--- src/hdl/deq_ram.sv ---
// generic synchronous ram: one write port, two registered read ports
// read-during-write to the same entry returns the old data
// no dependencies
module deq_ram #(
  parameter int WIDTH = 8,
  parameter int DEPTH = 16
) (
  input  logic                     clk,
  input  logic                     wr_en,
  input  logic [$clog2(DEPTH)-1:0] wr_addr,
  input  logic [WIDTH-1:0]         wr_data,
  input  logic                     rd_en,
  input  logic [$clog2(DEPTH)-1:0] rd_addr_a,
  output logic [WIDTH-1:0]         rd_data_a,
  input  logic [$clog2(DEPTH)-1:0] rd_addr_b,
  output logic [WIDTH-1:0]         rd_data_b
);

  logic [WIDTH-1:0] mem [DEPTH];

  always_ff @(posedge clk) begin
    if (wr_en) begin
      mem[wr_addr] <= wr_data;
    end
    if (rd_en) begin
      rd_data_a <= mem[rd_addr_a];
      rd_data_b <= mem[rd_addr_b];
    end
  end

endmodule

--- config.mk ---
export PLATFORM = sky130hd
export DESIGN_NAME = deq_ram
export DESIGN_NICKNAME = d
export VERILOG_FILES = /design/src/hdl/deq_ram.sv
export SDC_FILE = /design/constraint.sdc
export NUM_CORES = 1
export LEC_CHECK = 0
export ABC_AREA = 0
export BUFFER_PORTS_ARGS = -buffer_cell sky130_fd_sc_hd__buf_4
export CAP_MARGIN = 20
export CORE_ASPECT_RATIO = 1.25
export CORE_UTILIZATION = 60
export DETAILED_ROUTE_END_ITERATION = 12
export HOLD_SLACK_MARGIN = 0.08
export PLACE_DENSITY = 0.79
export SETUP_SLACK_MARGIN = 0.5
export SLEW_MARGIN = 25
export SYNTH_ARGS = -nofsm -noshare
export SYNTH_HDL_FRONTEND = slang
export SYNTH_SLANG_ARGS = --single-unit
export TNS_END_PERCENT = 5
--- constraint.sdc ---
create_clock -name clk -period 3.2 [get_ports clk]
set_input_delay 0 -clock clk [delete_from_list [all_inputs] [get_ports clk]]
set_output_delay 0 -clock clk [all_outputs]
set_load 0.02 [all_outputs]
# --- Yosys cells after proc, flatten, opt, wreduce, memory -nomap -nowiden ---
# Memories as Yosys holds them, arrays and structs flattened. A register that Yosys moved wholly into a read port is not among the register bits.
# Cells that the tools add are included.
totals:
  register_bits: 0
  latch_bits: 0
  ram_bits: 128
  rom_bits: 0
  input_bits: 23
  out_inout_bits: 16
  wordCells: 3
  mem_count: 1
memory_table:
  columns: ["name", "words", "width", "read_ports", "rd_ports_with_merged_regs", "write_ports", "line", "rtl"]
  rows:
  - ["mem", 16, 8, 2, 2, 1, "19", "logic [WIDTH-1:0] mem [DEPTH];"]
op_classes:
  add_sub_neg: 0
  n_mul: 0
  div_mod_pow: 0
  order_cmp: 0
  n_eq_ne: 0
  shifts: 0
  mux: 2
  bitwise_logic: 0
  reduce_logical: 0
ops:
  columns: ["cell", "n"]
  rows:
  - ["1-bit two-way mux", 2]

# --- Depth between registers and ports, before layout ---
# Gate-level depths: netlist of run 1.
depth:
  depth_word: 2
  mapped_depth: 5
  ltp_nobuf: 3

# --- Worst setup path after synthesis of run 1 ---
# No wires, ideal clock.
synth_timing:
  path_kind: "in2reg"
  startpoint: "input port wr_addr[2]"
  endpoint: "memory mem[0][0], enable pin"
  arrival_ns: 1.110
  path_slack_ns: 1.707
  stages: 2
  path_buffers: 0
  path_cell_list: "or3b_2 nor3_1"
synth_rtl:
  columns: ["item", "line", "rtl"]
  rows:
  - ["from (decl)", "10", "input logic [$clog2(DEPTH)-1:0] wr_addr,"]
  - ["to (decl)", "19", null]
# No word-level cell before the write port.

# --- Final worst setup path of run 1 ---
layout_timing:
  startpoint: "input port wr_addr[1]"
  endpoint: "memory mem[12][1], enable pin"
# No word-level cell before the write port.

==> results of run 1 <==
==> worst paths after layout <==
check	slack, ps	cells after the start	startpoint	endpoint
worst min-delay path	210	3	wr_addr[3]	mem[1][4]
worst min register to register	770	3	mem[14][0]	rd_data_b[0]
worst max register to register	1600	3	mem[0][7]	rd_data_b[7]
worst max-delay path	1430	4	wr_addr[1]	mem[12][1]
==> critical path: cells and delay by family <==
kind / cells / cell delay (ps)
buffers and inverters: 3 / 1640
and+or+nand+nor: 1 / 180
==> stage by stage <==
stage,util,hold slack [ps]
after global routing,0.713,239
after CTS,0.712,206
after global placement,0.645,291
after detailed placement,0.645,311
after floorplan,-,98.9
final,0.713,213
==> flip-flops by register name, summed over array words and instances, names as in the netlist <==
name / flops
rd_data_a: 8
rd_data_b: 8
mem: 128
==> power groups by stage <==
stage / clock [mW] / sequential (mW) / combinational (mW)
after floorplan: 0 / 2.21 / 0.190
after global placement: 0 / 2.19 / 0.319
after detailed placement: 0 / 2.19 / 0.326
after CTS: 2.02 / 2.16 / 0.340
after global routing: 2.10 / 2.16 / 0.362
final: 2.02 / 2.16 / 0.340
==> cell type report <==
cell class / count / area (sq um) / area share
clock buffer: 17 / 425 / 0.0565
clock inverter: 12 / 170 / 0.0226
multi-input combinational: 143 / 2020 / 0.269
sequential: 144 / 4320 / 0.574
tap: 132 / 165 / 0.0219
timing repair buffer: 52 / 420 / 0.0559
==> cell usage after synthesis <==
cell,n
nand2_1,17
a22oi_1,32
nor3_1,4
clkdlybuf4s25_2,6
and2_1,2
edfxtp_1,144
nand3_1,1
nor2_1,14
nand2b_1,2
buf_4,2
buf_6,6
mux4_1,28
nand3b_1,2
and2b_1,2
mux4_4,2
buf_2,6
mux4_2,34
nor2b_1,2
or3b_2,1
==> cell families (layout without fill, tap and decap cells) <==
logic type,Yosys count,in the layout,share of synthesized area
DFF,144,144,0.665
muxes,64,64,0.238
and+or+nand+nor,47,47,0.0335
AOI/OAI and AO/OA,32,32,0.0369
buffers and inverters,20,81,0.0265
==> routing by layer <==
metal  share of wire  routed length (um)  vias to the layer above
li1                -                   -                     1450
met1            0.36                5010                     1807
met2            0.54                7450                      234
met3           0.081                1130                       30
met4           0.022                 305                        0
met5               0                   0                        -
==> cells in the final DEF (no fill, tap or decap), types with 3 or more instances in the layout <==
master         instances
clkinv_2               3
mux4_1                28
clkinvlp_4             3
edfxtp_1             144
nor2_1                13
nand2_1               17
buf_4                 40
mux4_2                34
bufinv_16              4
dlygate4sd3_1         12
a22oi_1               32
clkbuf_16             17
==> repair_timing <==
item | CTS | global route
endpoints found under the hold margin | 160 | 0
endpoints found under the setup margin | 0 | 0
hold buffers | 12 | 0
==> results.md, run 1 <==
* Inst Count DP at 459
* Period utilization at 0.552
* Starting density of the core at 0.616
* Gr busiest metal: met2
* Vias in the first global route at 3593
* Startpoint Class: primary input
* Status: finished clean
* Final Cell Area at 7530 sq um
* Reg power frac at 0.478
* DP Worst Slack at 1370 ps
* M3 GR Usage at 0.0746
* Clock power share at 0.447
* Initial antenna violation count at 0
* Core area at 10600 sq um
* CTS Sinks at 144
* Mean Syn Cell Area at 21.2 sq um
* Crit-path max cell delay at 910 ps
* Max IR drop VDD at 0.513 mV
* IO Port Bufs at 38
* Arrival @ worst endpoint at 1820 ps
* TritonCTS clock tree: done
* Critical Path Fanout Max at 8
* Htree depth at 4
* Max-cap violations at 0
* DP Wirelength at 8530 um
* Final setup viols at 0
* N_diodes at 0
* Residual DRC at 0
* Drt wl/cell at 27.8 um
* CP max stage cell: dlygate4sd3_1
* Die ar. at 11300 sq um
* Met2 Usage GRT at 0.434
* Grt ovf at 0
* Critical path class: primary input to flop
* Root buffer cell: clkbuf_16
* GR Util met1 at 0.352
* Fill cells at 591
* Die Ht at 118 um
* Cell-internal power at 3.57 mW
* Final estimated routing congestion in global placement at 0.750
* Fmax at 0.566 GHz
* Worst skew pair latency at 420 ps
* Area growth from synthesis to layout at 15.7%
* Routed Antenna Nets at 0
* Clock Skew at 6.70 ps
* Layout cells sized above 1 at 0.293
* RSZ-0062 raised after global routing: no
* Row count at 42
* Post-Syn Nets at 330
* Final Worst Setup Slack at 1430 ps
* Cell area after synthesis at 6510 sq um
* Area leader, netlist: edfxtp_1
* Global-route wire length before repair at 21100 um
* DR vias/cell at 7.04
* Hold WC Path Type: primary input to flop
* Cts bufs inserted at 17
* Layout Cells excl Fill at 500
* Area contributors post-synth: edfxtp_1 (66%), mux4_2 (12%), mux4_1 (11%)
* Final #Nets at 381
* Ports at 39
* Largest net degree at the start of global routing at 33
* Sw frac at 0.208
* Combinational share of power at 0.075
* First DRT Iteration DRCs at 371
* Mapped Cells at 307
* Tot Pwr at 4.52 mW
* Slew headroom at 0.293
* Worst setup EP type: flop
* CP required at 3260 ps
* GRT Util Overall at 0.275
* Drt pass-1 iters at 6
* Power density over the cells at 600 nW/um^2
* Slew @ Worst Pin at 1060 ps
* Post-CTS Resized at 0
* Setup bufs post-CTS at 0
* DP Area at 6810 sq um
* Final TNS setup at 0 ps
* Vias at 3521
* Area share of the largest cell type after synthesis at 0.665
* CP most frequent cell: dlygate4sd3_1
* Total routed wirelength at 13900 um
* Hold Fails Final Rpt at 0
* Leak pwr at 2.56 nW
* Distinct cells, synth at 19
* Final Max Slew Viols at 0
* Register area share after synthesis at 0.665
* Switching power total at 0.941 mW
* CP Cell Sequence: dlygate4sd3_1 > buf_4 > nor3_2 > dlygate4sd3_1
* Synth warnings at 0
* Tmin final at 1770 ps
* Clk buf depth at 2
* Post-synthesis register bit count at 144
* CTS clk-pin slew, worst paths at 60 ps
* Die X at 95.1 um
Power figures use the tool's default switching activity.
==> inputs of run 2 (changes only) <==
Settings changed: CORE_UTILIZATION 60 to 55, PLACE_DENSITY 0.79 to 0.76.
Clock period 3.2 ns to 1.5 ns, I/O delays scaled along.
==> results.md, run 2 (synthesis gave the netlist of run 1 again) <==
* Final setup viols at 5 (was 0)
* Tmin final at 1570 ps
* Root buffer cell: clkbuf_16 (unchanged)
* Hold Fails Final Rpt at 0 (unchanged)
* DP Worst Slack at -128 ps (was 1370 ps)
* Initial antenna violation count at 0 (unchanged)
* Leak pwr at 2.70 nW (was 2.56 nW)
* Status: finished with violations (was finished clean)
* Hold WC Path Type: primary input to flop (unchanged)
* Htree depth at 4 (unchanged)
* Slew @ Worst Pin at 962 ps (was 1060 ps)
* Inst Count DP at 498 (was 459)
* Max-cap violations at 0 (unchanged)
* Hold depth at 3 (unchanged)
* CP required at 1660 ps (was 3260 ps)
* Final Cell Area at 7850 sq um (was 7530 sq um)
* Worst hold slack at 97.8 ps (was 213 ps)
* Worst reg2reg path depth at 3 (unchanged)
* Row count at 44 (was 42)
* Layout cells sized above 1 at 0.400 (was 0.293)
* Die ar. at 12300 sq um (was 11300 sq um)
* GRT Util Overall at 0.271 (was 0.275)
* TritonCTS clock tree: done (unchanged)
* DP Area at 7130 sq um (was 6810 sq um)
* Final Max Slew Viols at 0 (unchanged)
* Most common cell after layout, fill and taps aside: edfxtp_1 (unchanged)
* Final TNS setup at -205 ps (was 0 ps)
* RSZ-0062 raised after global routing: yes (was no)
* Critical Path Fanout Max at 2 (was 8)
* Layout Cells excl Fill at 540 (was 500)
* Vias at 3665 (was 3521)
* Critical path class: flop to flop (was primary input to flop)
* Vias in the first global route at 3769 (was 3593)
* CTS clk-pin slew, worst paths at 60 ps (about the same)
* R2R Setup Slk at -70 ps (was 1600 ps)
* Global-route wire length before repair at 22500 um (was 21100 um)
* Period utilization at 1.05
* Arrival @ worst endpoint at 1740 ps (was 1820 ps)
* First DRT Iteration DRCs at 427 (was 371)
* Area growth from synthesis to layout at 20.6% (was 15.7%)
* Fmax at 0.636 GHz
* Total routed wirelength at 15200 um (was 13900 um)
* Largest net degree at the start of global routing at 24 (was 33)
* DP Wirelength at 9880 um (was 8530 um)
* Hold Path End: mem[0][6] (was mem[1][4])
* Die X at 99.3 um (was 95.1 um)
* Final estimated routing congestion in global placement at 0.776 (was 0.750)
* Reg2reg start: mem[2][0] (was mem[0][7])
* Slew headroom at 0.357 (was 0.293)
* Tot Pwr at 9.56 mW (was 4.52 mW)
* Starting density of the core at 0.563 (was 0.616)
* Die Ht at 124 um (was 118 um)
* Most frequent cells in the layout: edfxtp_1 (144), buf_4 (63), mux4_2 (45), a22oi_1 (20) (was edfxtp_1 (144), buf_4 (40), mux4_2 (34), a22oi_1 (32), mux4_1 (28))
* Final Core Density at 0.679 (was 0.713)
* Core area at 11600 sq um (was 10600 sq um)
* DR vias/cell at 6.79 (was 7.04)
* Max IR drop VDD at 1.03 mV (was 0.513 mV)
* Clock Skew at 6.76 ps (was 6.70 ps)
* Worst setup EP type: flop (unchanged)
* Setup bufs post-CTS at 0 (unchanged)
* CTS Sinks at 144 (unchanged)
* Drt wl/cell at 28.2 um (was 27.8 um)
* Hold Path Origin: wr_addr[0] (was wr_addr[3])
* Largest register FFs at 128 (unchanged)
* Residual DRC at 0 (unchanged)
* Final Worst Setup Slack at -72.8 ps (was 1430 ps)
* Power density over the cells at 1220 nW/um^2 (was 600 nW/um^2)
* Ports at 39 (unchanged)
* Startpoint Class: flop (was primary input)
* Fill cells at 737 (was 591)
* Routed Antenna Nets at 0 (unchanged)
* Clk buf depth at 2 (unchanged)
* Drt pass-1 iters at 4 (was 6)
* Top reg by flops: mem (unchanged)
* Failing checks: setup timing
* Cts bufs inserted at 17 (unchanged)
* Grt ovf at 0 (unchanged)
* IO Port Bufs at 38 (unchanged)
* Reg2reg end: rd_data_a[0] (was rd_data_b[7])
* Final #Nets at 412 (was 381)
* Top Registers: mem: 128 flops, rd_data_a: 8 flops, rd_data_b: 8 flops (unchanged)
* Worst skew pair latency at 420 ps (about the same)
* N_diodes at 0 (unchanged)
==> run 2: cell types whose count changed in the layout (fill, tap and decap cells not counted), sizes merged <==
cell,change
buf,+33
clkinv,+3
clkbuf,+2
dlygate4sd3,-2
bufinv,-1
clkinvlp,-1
==> run 2: how the worst max path moves through the flow <==
| stage | cells after the start | slack, ps | endpoint | start |
|---|---|---|---|---|
| 3_3_place_gp | 3 | -80 | rd_data_a[0] | mem[0][0] |
| 2_1_floorplan | 3 | 80 | rd_data_a[0] | mem[3][0] |
| 3_5_place_dp | 5 | -130 | rd_data_a[0] | rd_addr_a[0] |
| 4_1_cts | 3 | -80 | rd_data_a[0] | mem[2][0] |
| 5_1_grt | 3 | -110 | rd_data_a[0] | mem[2][0] |
| 6_report | 3 | -70 | rd_data_a[0] | mem[2][0] |
==> run 2: cell type report <==
cell class                 count  area [sq um]  share of cell area
sequential                   144          4320               0.551
multi-input combinational    143          2040               0.260
timing repair buffer          83           729              0.0930
clock buffer                  19           433              0.0552
tap                          138           173              0.0220
clock inverter                13           145              0.0185
==> run 2: where the power goes <==
| part | leakage, nW | total [mW] | switching [mW] | internal [mW] |
|---|---|---|---|---|
| logic | 1.11 | 0.840 | 0.434 | 0.405 |
| clock network | 0.279 | 4.11 | 1.53 | 2.58 |
| registers | 1.32 | 4.61 | 0.0484 | 4.56 |
| total | 2.70 | 9.56 | 2.01 | 7.54 |
==> run 2: repair_timing <==
action	4_1_cts	5_1_grt
endpoints found under the hold margin	147	0
pin swaps	7	6
gates resized for setup	17	11
setup endpoints to repair	19	21
hold buffers	10	0
==> run 2: worst max-delay path: stages, from the launching register on <==
cell and delay, ps:
edfxtp_1 400, mux4_4 620, a22oi_2 220, nand2_1 90
==> run 2: metal layers <==
metal  vias up  routed length (um)  track usage
met2       242                7720        0.443
met5         -                   0            0
met1      1868                5640        0.345
met4         0                 515        0.145
met3        48                1370       0.0600
li1       1507                   -            -
